$ cat config.mk
export PLATFORM = sky130hd
export DESIGN_NAME = base64_stream_codec
export DESIGN_NICKNAME = d
export VERILOG_FILES = /design/src/rtl/core/b64c_pkg.sv /design/src/rtl/core/b64c_front.sv /design/src/rtl/core/b64c_queue.sv /design/src/rtl/core/b64c_back.sv /design/src/rtl/core/base64_stream_codec.sv
export SDC_FILE = /design/constraint.sdc
export NUM_CORES = 1
export LEC_CHECK = 0
export BUFFER_PORTS_ARGS = -buffer_cell sky130_fd_sc_hd__clkbuf_2
export CAP_MARGIN = 10
export CELL_PAD_IN_SITES_DETAIL_PLACEMENT = 1
export CELL_PAD_IN_SITES_GLOBAL_PLACEMENT = 1
export CORE_UTILIZATION = 57
export CTS_BUF_LIST = sky130_fd_sc_hd__clkbuf_4 sky130_fd_sc_hd__clkbuf_8
export DETAILED_ROUTE_END_ITERATION = 16
export PLACE_DENSITY = 0.89
export SYNTH_ARGS = -nofsm -noshare
export SYNTH_HDL_FRONTEND = slang
export SYNTH_SLANG_ARGS = --single-unit
$ cat constraint.sdc
create_clock -name i_clk -period 11.7 [get_ports i_clk]
set_input_delay 2.34 -clock i_clk [delete_from_list [all_inputs] [get_ports i_clk]]
set_output_delay 2.34 -clock i_clk [all_outputs]
set_load 0.005 [all_outputs]
$ cat src/rtl/core/b64c_pkg.sv
// ----------------------------------------------------------------------------
// Base64 codec package
// Job descriptor passed from the front end to the back end, alphabet helpers.
// ----------------------------------------------------------------------------
package b64c_pkg;

    localparam int unsigned QUEUE_DEPTH_DEF = 4;

    localparam logic [7:0] CHAR_PAD   = 8'h3D;  // '='
    localparam logic [6:0] VAL_PAD    = 7'd64;
    localparam logic [6:0] VAL_SKIP   = 7'd65;

    localparam logic MODE_ENCODE = 1'b0;
    localparam logic MODE_DECODE = 1'b1;

    typedef enum logic [1:0] {
        K_ENC  = 2'd0,  // four characters, trailing ones may be '='
        K_DEC  = 2'd1,  // one to three decoded bytes
        K_TERM = 2'd2   // single terminator without data
    } t_kind;

    typedef struct packed {
        logic [23:0] bits;
        t_kind       kind;
        logic [2:0]  cnt;   // results in this job, 1..4
        logic [1:0]  npad;  // trailing '=' characters (encode)
        logic        bad;   // terminator flags a broken decode group
        logic        last;  // final result closes the message
    } t_job;

    function automatic logic [7:0] sextet_char(input logic [5:0] v);
        logic [7:0] w;
        w = {2'b00, v};
        if (v < 6'd26)       return 8'(8'd65 + w);
        else if (v < 6'd52)  return 8'(8'd97 + w - 8'd26);
        else if (v < 6'd62)  return 8'(8'd48 + w - 8'd52);
        else if (v == 6'd62) return 8'h2B;
        else                 return 8'h2F;
    endfunction

    // 6-bit value, VAL_PAD for '=', VAL_SKIP for anything outside the alphabet
    function automatic logic [6:0] char_value(input logic [7:0] c);
        if (c >= 8'h41 && c <= 8'h5A)      return 7'(c - 8'h41);
        else if (c >= 8'h61 && c <= 8'h7A) return 7'(c - 8'h61 + 8'd26);
        else if (c >= 8'h30 && c <= 8'h39) return 7'(c - 8'h30 + 8'd52);
        else if (c == 8'h2B)               return 7'd62;
        else if (c == 8'h2F)               return 7'd63;
        else if (c == CHAR_PAD)            return VAL_PAD;
        else                               return VAL_SKIP;
    endfunction

endpackage

$ cat src/rtl/core/b64c_front.sv
// ----------------------------------------------------------------------------
// Base64 codec front end
// Accepts one byte per cycle while the job queue has room, tracks the current
// group and issues one job per group that yields data, or per message end.
// ----------------------------------------------------------------------------
module b64c_front
    import b64c_pkg::*;
(
    input  logic        i_clk,
    input  logic        i_rst_n,
    input  logic        i_mode_we,
    input  logic        i_mode_wdata,
    input  logic        i_valid,
    input  logic [7:0]  i_data,
    input  logic        i_last,
    input  logic        i_full,
    output logic        o_ready,
    output logic        o_push,
    output t_job        o_job
);

    logic        r_mode;
    logic [1:0]  r_phase;
    logic [23:0] r_held;
    logic [1:0]  r_pad;

    logic [1:0]  n_phase;
    logic [23:0] n_held;
    logic [1:0]  n_pad;
    logic        job_valid;
    logic        accept;

    assign o_ready = !i_full;
    assign accept  = i_valid && !i_full;
    assign o_push  = accept && job_valid;

    always_comb begin
        logic [6:0] v;
        logic [5:0] v6;
        logic [1:0] nbytes;
        n_phase   = r_phase;
        n_held    = r_held;
        n_pad     = r_pad;
        job_valid = 1'b0;
        o_job     = '0;
        o_job.kind = K_ENC;
        v      = char_value(i_data);
        v6     = v[5:0];
        nbytes = 2'd0;
        if (r_mode == MODE_ENCODE) begin
            n_held  = {r_held[15:0], i_data};
            n_phase = 2'(r_phase + 2'd1);
            if (n_phase == 2'd3) begin
                job_valid  = 1'b1;
                o_job.bits = n_held;
                o_job.cnt  = 3'd4;
                o_job.last = i_last;
                n_phase = '0;
                n_held  = '0;
            end else if (i_last) begin
                job_valid  = 1'b1;
                o_job.cnt  = 3'd4;
                o_job.last = 1'b1;
                if (n_phase == 2'd1) begin
                    o_job.bits = {n_held[7:0], 16'h0000};
                    o_job.npad = 2'd2;
                end else begin
                    o_job.bits = {n_held[15:0], 8'h00};
                    o_job.npad = 2'd1;
                end
                n_phase = '0;
                n_held  = '0;
            end
        end else begin
            if (v != VAL_SKIP) begin
                if (v == VAL_PAD) begin
                    v6 = '0;
                    if (r_pad != 2'd3) n_pad = 2'(r_pad + 2'd1);
                end
                n_held = {r_held[17:0], v6};
                if (r_phase == 2'd3) begin
                    nbytes = 2'(2'd3 - n_pad);
                    if (nbytes != 2'd0) begin
                        job_valid  = 1'b1;
                        o_job.kind = K_DEC;
                        o_job.bits = n_held;
                        o_job.cnt  = {1'b0, nbytes};
                        o_job.last = i_last;
                    end
                    n_phase = '0;
                    n_held  = '0;
                    n_pad   = '0;
                end else begin
                    n_phase = 2'(r_phase + 2'd1);
                end
            end
            if (i_last) begin
                if (n_phase != 2'd0) begin
                    // message ended inside a group: flag it and drop the group
                    job_valid  = 1'b1;
                    o_job      = '0;
                    o_job.kind = K_TERM;
                    o_job.cnt  = 3'd1;
                    o_job.bad  = 1'b1;
                    o_job.last = 1'b1;
                    n_phase = '0;
                    n_held  = '0;
                    n_pad   = '0;
                end else if (!job_valid) begin
                    job_valid  = 1'b1;
                    o_job      = '0;
                    o_job.kind = K_TERM;
                    o_job.cnt  = 3'd1;
                    o_job.last = 1'b1;
                end
            end
        end
    end

    always_ff @(posedge i_clk) begin
        if (!i_rst_n) begin
            r_mode  <= MODE_ENCODE;
            r_phase <= '0;
            r_held  <= '0;
            r_pad   <= '0;
        end else if (i_mode_we) begin
            r_mode  <= i_mode_wdata;
            r_phase <= '0;
            r_held  <= '0;
            r_pad   <= '0;
        end else if (accept) begin
            r_phase <= n_phase;
            r_held  <= n_held;
            r_pad   <= n_pad;
        end
    end

endmodule

$ cat src/rtl/core/b64c_queue.sv
// ----------------------------------------------------------------------------
// Base64 codec job queue
// Short FIFO of job descriptors between front end and back end.
// ----------------------------------------------------------------------------
module b64c_queue
    import b64c_pkg::*;
#(
    parameter int unsigned DEPTH = QUEUE_DEPTH_DEF
) (
    input  logic i_clk,
    input  logic i_rst_n,
    input  logic i_push,
    input  t_job i_job,
    input  logic i_pop,
    output logic o_full,
    output logic o_valid,
    output t_job o_job
);

    localparam int unsigned PW = (DEPTH > 1) ? $clog2(DEPTH) : 1;
    localparam int unsigned CW = $clog2(DEPTH + 1);

    t_job          r_mem [DEPTH];
    logic [PW-1:0] r_wr;
    logic [PW-1:0] r_rd;
    logic [CW-1:0] r_cnt;

    logic do_push;
    logic do_pop;

    assign o_full  = (r_cnt == CW'(DEPTH));
    assign o_valid = (r_cnt != '0);
    assign o_job   = r_mem[r_rd];
    assign do_push = i_push && !o_full;
    assign do_pop  = i_pop && o_valid;

    always_ff @(posedge i_clk) begin
        if (do_push) r_mem[r_wr] <= i_job;
    end

    always_ff @(posedge i_clk) begin
        if (!i_rst_n) begin
            r_wr  <= '0;
            r_rd  <= '0;
            r_cnt <= '0;
        end else begin
            if (do_push) r_wr <= (r_wr == PW'(DEPTH - 1)) ? '0 : PW'(r_wr + 1'b1);
            if (do_pop)  r_rd <= (r_rd == PW'(DEPTH - 1)) ? '0 : PW'(r_rd + 1'b1);
            if (do_push && !do_pop)      r_cnt <= CW'(r_cnt + 1'b1);
            else if (do_pop && !do_push) r_cnt <= CW'(r_cnt - 1'b1);
        end
    end

endmodule

$ cat src/rtl/core/b64c_back.sv
// ----------------------------------------------------------------------------
// Base64 codec back end
// Expands each job into its result transactions, one per cycle unless the
// receiver stalls, into an output register.
// ----------------------------------------------------------------------------
module b64c_back
    import b64c_pkg::*;
(
    input  logic       i_clk,
    input  logic       i_rst_n,
    input  logic       i_valid,
    input  t_job       i_job,
    output logic       o_pop,
    output logic       o_tvalid,
    input  logic       i_tready,
    output logic [7:0] o_tdata,
    output logic [1:0] o_tuser,
    output logic       o_tlast
);

    logic       r_tvalid;
    logic [7:0] r_tdata;
    logic [1:0] r_tuser;
    logic       r_tlast;
    logic [1:0] r_idx;

    logic       load;
    logic       final_res;
    logic [7:0] n_tdata;
    logic [1:0] n_tuser;
    logic       n_tlast;

    assign load      = i_valid && (!r_tvalid || i_tready);
    assign final_res = ({1'b0, r_idx} == 3'(i_job.cnt - 3'd1));
    assign o_pop     = load && final_res;

    always_comb begin
        logic [5:0] sx;
        case (r_idx)
            2'd0:    sx = i_job.bits[23:18];
            2'd1:    sx = i_job.bits[17:12];
            2'd2:    sx = i_job.bits[11:6];
            default: sx = i_job.bits[5:0];
        endcase
        n_tlast = final_res && i_job.last;
        case (i_job.kind)
            K_ENC: begin
                n_tuser = 2'b01;
                if ({1'b0, r_idx} >= 3'(3'd4 - {1'b0, i_job.npad})) n_tdata = CHAR_PAD;
                else n_tdata = sextet_char(sx);
            end
            K_DEC: begin
                n_tuser = 2'b01;
                case (r_idx)
                    2'd0:    n_tdata = i_job.bits[23:16];
                    2'd1:    n_tdata = i_job.bits[15:8];
                    default: n_tdata = i_job.bits[7:0];
                endcase
            end
            default: begin
                n_tuser = {i_job.bad, 1'b0};
                n_tdata = '0;
            end
        endcase
    end

    always_ff @(posedge i_clk) begin
        if (load) begin
            r_tdata <= n_tdata;
            r_tuser <= n_tuser;
            r_tlast <= n_tlast;
        end
    end

    always_ff @(posedge i_clk) begin
        if (!i_rst_n) begin
            r_tvalid <= 1'b0;
            r_idx    <= '0;
        end else begin
            if (load) begin
                r_tvalid <= 1'b1;
                r_idx    <= final_res ? '0 : 2'(r_idx + 2'd1);
            end else if (i_tready) begin
                r_tvalid <= 1'b0;
            end
        end
    end

    assign o_tvalid = r_tvalid;
    assign o_tdata  = r_tdata;
    assign o_tuser  = r_tuser;
    assign o_tlast  = r_tlast;

endmodule

$ cat src/rtl/core/base64_stream_codec.sv
// ----------------------------------------------------------------------------
// Base64 stream codec
// A byte that completes a job is registered as a job in the job queue, and
// its results then in the output register. Input: one byte per cycle while
// the job queue has room. Output: one result per cycle from the back end
// while the receiver takes them. Reset (synchronous, low) selects encode
// mode and empties group state, queue and output register.
// ----------------------------------------------------------------------------
module base64_stream_codec
    import b64c_pkg::*;
#(
    parameter int unsigned QUEUE_DEPTH = QUEUE_DEPTH_DEF
) (
    input  logic       i_clk,
    input  logic       i_rst_n,
    input  logic       i_mode_we,
    input  logic       i_mode_wdata,
    input  logic       s_axis_tvalid,
    output logic       s_axis_tready,
    input  logic [7:0] s_axis_tdata,   // [7:0] data_byte
    input  logic       s_axis_tlast,
    output logic       m_axis_tvalid,
    input  logic       m_axis_tready,
    output logic [7:0] m_axis_tdata,   // [7:0] out_byte
    output logic [1:0] m_axis_tuser,   // [0] has_data, [1] bad_length
    output logic       m_axis_tlast
);

    logic q_full;
    logic q_push;
    logic q_valid;
    logic q_pop;
    t_job f_job;
    t_job q_job;

    b64c_front u_front (
        .i_clk        (i_clk),
        .i_rst_n      (i_rst_n),
        .i_mode_we    (i_mode_we),
        .i_mode_wdata (i_mode_wdata),
        .i_valid      (s_axis_tvalid),
        .i_data       (s_axis_tdata),
        .i_last       (s_axis_tlast),
        .i_full       (q_full),
        .o_ready      (s_axis_tready),
        .o_push       (q_push),
        .o_job        (f_job)
    );

    b64c_queue #(
        .DEPTH (QUEUE_DEPTH)
    ) u_queue (
        .i_clk   (i_clk),
        .i_rst_n (i_rst_n),
        .i_push  (q_push),
        .i_job   (f_job),
        .i_pop   (q_pop),
        .o_full  (q_full),
        .o_valid (q_valid),
        .o_job   (q_job)
    );

    b64c_back u_back (
        .i_clk    (i_clk),
        .i_rst_n  (i_rst_n),
        .i_valid  (q_valid),
        .i_job    (q_job),
        .o_pop    (q_pop),
        .o_tvalid (m_axis_tvalid),
        .i_tready (m_axis_tready),
        .o_tdata  (m_axis_tdata),
        .o_tuser  (m_axis_tuser),
        .o_tlast  (m_axis_tlast)
    );

endmodule

==> metrics <==
Netlist cell types=73; r2r worst-path depth=12; DIE AREA=17100 um^2; TNS Setup=0 ns; Synth Area in XOR/XNOR=0.0120; met1 GRT Util=0.403; Horiz. Die Dim=131 um; Adder-Cell Fraction of Synth Area=0.0471; Detailed Route WL=26700 um; status=completed; sequential element share of the synthesized area=0.528; Hold Crit Class=reg2reg; mux contribution to synthesized area=0.0969; routed vias=6911; CTS Buffer Depth=2; dominant synthesized flop cell=edfxtp_1; cell taking the most area after synthesis=edfxtp_1; first-pass GRT wire length=41200 um; slowest library cell on the worst path=a21oi_2; Yosys warnings=0; fin cells=1018; ant diodes=0; Post-CTS Setup Inserts=0; M3 GR Usage=0.0631; TritonCTS Buffers=17; top-area cell type share of the netlist area=0.454; Final Max Tran Viols=0; dpl hpwl=18000 um; dpl cells=986; largest net degree at the start of global routing=49; drt wl/cell=26.2 um; Crit path largest cell delay=0.70 ns; Syn-to-layout area delta=5.98%; worst-skew pair later-pin latency=0.48 ns; final core utilization=0.624; vias in the first global route=7244; NumNets Final=839; Leak=3.41 nW; clk sink count=178; Final ANT Viol Nets=0; Worst-Margin Slew=0.989 ns; grt ovf=0; global routing usage on met2=0.560; Post-synth ARST share=0; Total GRT Usage=0.331; CP Buf/Inv Count=3; H-tree depth=4; Tot Pwr=1.88 mW; Cell Area, Synth=9460 um^2; critical path, cell by cell=clkbuf_2 > clkinv_1 > ha_1 > nor2b_1 > o21ai_0 > a31oi_1 > a21oi_2 > o21ai_0 > a21oi_1 > o21a_1 > ha_1 > inv_1 > fa_1 > xor2_1 > or3_1 > a21boi_0; critical path depth in cells=16; cts repair resizes=0; Finish-stage setup viols=0; CTS root buf=clkbuf_8; Hold Violations, Final=0; Iter 0 DRT Violations=593; Critical Path Source=s_axis_tdata[2]; Worst-path clk slew=0.10 ns; Simple-Gate Fraction of Synth Area=0.107; Die Ht=131 um; RSZ-0062 raised after global routing=false; R2R Setup Slk=7.05 ns; Slew headroom=0.341; Post-Syn Instances=787; Rows=46; Port Buffers=27; post-synthesis compound-gate area fraction=0.162; critical path arrival=7.02 ns; syn_nets=837; Peak supply drop=0.0859 mV; remaining routing DRC violations=0; Vias/cell=6.79; hold slack final=0.506 ns; max_cap viols=0; final worst-path cycle share=0.568; Initial Utilization=0.589; Synth Area per Inst=12.0 um^2; leading cell type in the layout, fill and taps excluded=edfxtp_1; fmax=0.150 GHz; drt first pass iters=5; P per Cell Area=188 nW/um^2; minimum clock period=6.65 ns; CTS tree=built; Worst Clk Skew=0.0228 ns; initial antenna violation count=0; GR peak layer=met2; Core Region=16100 um^2; largest family of logic cells by synthesized area=compound AO/OA/AOI/OAI gates; CP max FO=19; Critical Path Source Type=primary input; #FFs+latches synth=178; FF-to-FF End=u_back.o_tdata[4]; crit path to=u_queue.r_cnt[2]; synth top area cells=edfxtp_1, dfxtp_1, mux2i_1, ha_1, mux4_2; hold_buf cts=0; most frequent cells in the layout=edfxtp_1, nor2_1, nand2_1, mux2i_1, o21ai_0; number of top-level pins=28; number of flops mapped to enable cells by yosys=143; gp weighted congestion=0.927; layout cells sized above 1=0.138; Worst setup EP type=flip-flop; Worst EP required=12.08 ns; delay-heaviest family, CP=compound AO/OA/AOI/OAI gates; critical path class=in2reg
-- power by group --
group	switching (mW)	internal [mW]	total [mW]
Sequential	0.0373	0.756	0.793
Clock	0.250	0.178	0.428
Combinational	0.417	0.244	0.661
Total	0.704	1.18	1.88
-- cell families after synthesis --
group	after synthesis
simple gates	204
compound gates	202
flops	178
buf+inv	89
mux	66
fa+ha+maj	35
xor+xnor	13
-- layer usage --
layer | wire length (um) | vias up
met2 | 13300 | 279
li1 | - | 3013
met5 | 0 | -
met4 | 1140 | 0
met3 | 1590 | 87
met1 | 10600 | 3532
-- state kept, by name, summed over array words and instances, names as in the netlist, named ones only --
register         flops
u_back.o_tdata       8
u_back.o_tlast       1
u_back.o_tuser       2
u_back.o_tvalid      1
u_back.r_idx         2
u_front.r_held      18
u_front.r_mode       1
u_front.r_pad        2
u_front.r_phase      2
u_queue.r_cnt        3
u_queue.r_mem      132
u_queue.r_rd         2
u_queue.r_wr         2
-- synth_stat cells (9+ instances only) --
| master | instances |
|---|---|
| a31oi_1 | 10 |
| xnor2_1 | 10 |
| nand2_1 | 51 |
| and2_1 | 11 |
| a31o_2 | 13 |
| ha_1 | 34 |
| o22ai_1 | 23 |
| a221o_1 | 14 |
| dfxtp_1 | 35 |
| nor2_1 | 53 |
| nor3_1 | 18 |
| nor2b_1 | 9 |
| edfxtp_1 | 143 |
| nand2b_1 | 22 |
| nor3b_1 | 14 |
| o21ai_0 | 38 |
| clkbuf_1 | 28 |
| a21oi_1 | 19 |
| mux4_2 | 13 |
| a22o_1 | 10 |
| a221oi_1 | 14 |
| inv_1 | 34 |
| mux2i_1 | 47 |
| nand3_1 | 10 |
-- worst min-delay path, delay by kind of cell (launching register included) --
family | cells | cell delay, ns
AND/OR/NAND/NOR | 1 | 0.06
flip-flops | 1 | 0.34
AO/OA/AOI/OAI | 1 | 0.07
-- through the flow --
step           setup WS (ns)  instance area, um^2
2_1_floorplan           6.09                 9460
3_3_place_gp            5.14                 9630
3_5_place_dp            4.81                 9630
4_1_cts                 5.15                10000
5_1_grt                 4.81                10000
6_report                5.05                10000
-- cell type report --
class                      instances  area [um^2]
fill                            1634         6030
tap                              216          270
sequential                       178         5000
inverter                          37          139
clock inverter                    15          165
multi-input combinational        520         4030
timing repair buffer              35          195
clock buffer                      17          234
-- how the worst min path moves through the flow --
| stage | startpoint | endpoint | slack (ns) | cells past startpoint |
|---|---|---|---|---|
| 4_1_cts | u_back.o_tvalid | u_back.o_tvalid | 0.51 | 2 |
| 2_1_floorplan | u_queue.r_wr[1] | u_queue.r_wr[1] | 0.47 | 2 |
| 3_5_place_dp | u_back.o_tvalid | u_back.o_tvalid | 0.49 | 2 |
| 6_report | u_back.o_tvalid | u_back.o_tvalid | 0.51 | 2 |
| 3_3_place_gp | u_back.o_tvalid | u_back.o_tvalid | 0.47 | 2 |
| 5_1_grt | u_back.o_tvalid | u_back.o_tvalid | 0.53 | 2 |
(Power assumes the default switching activity.)
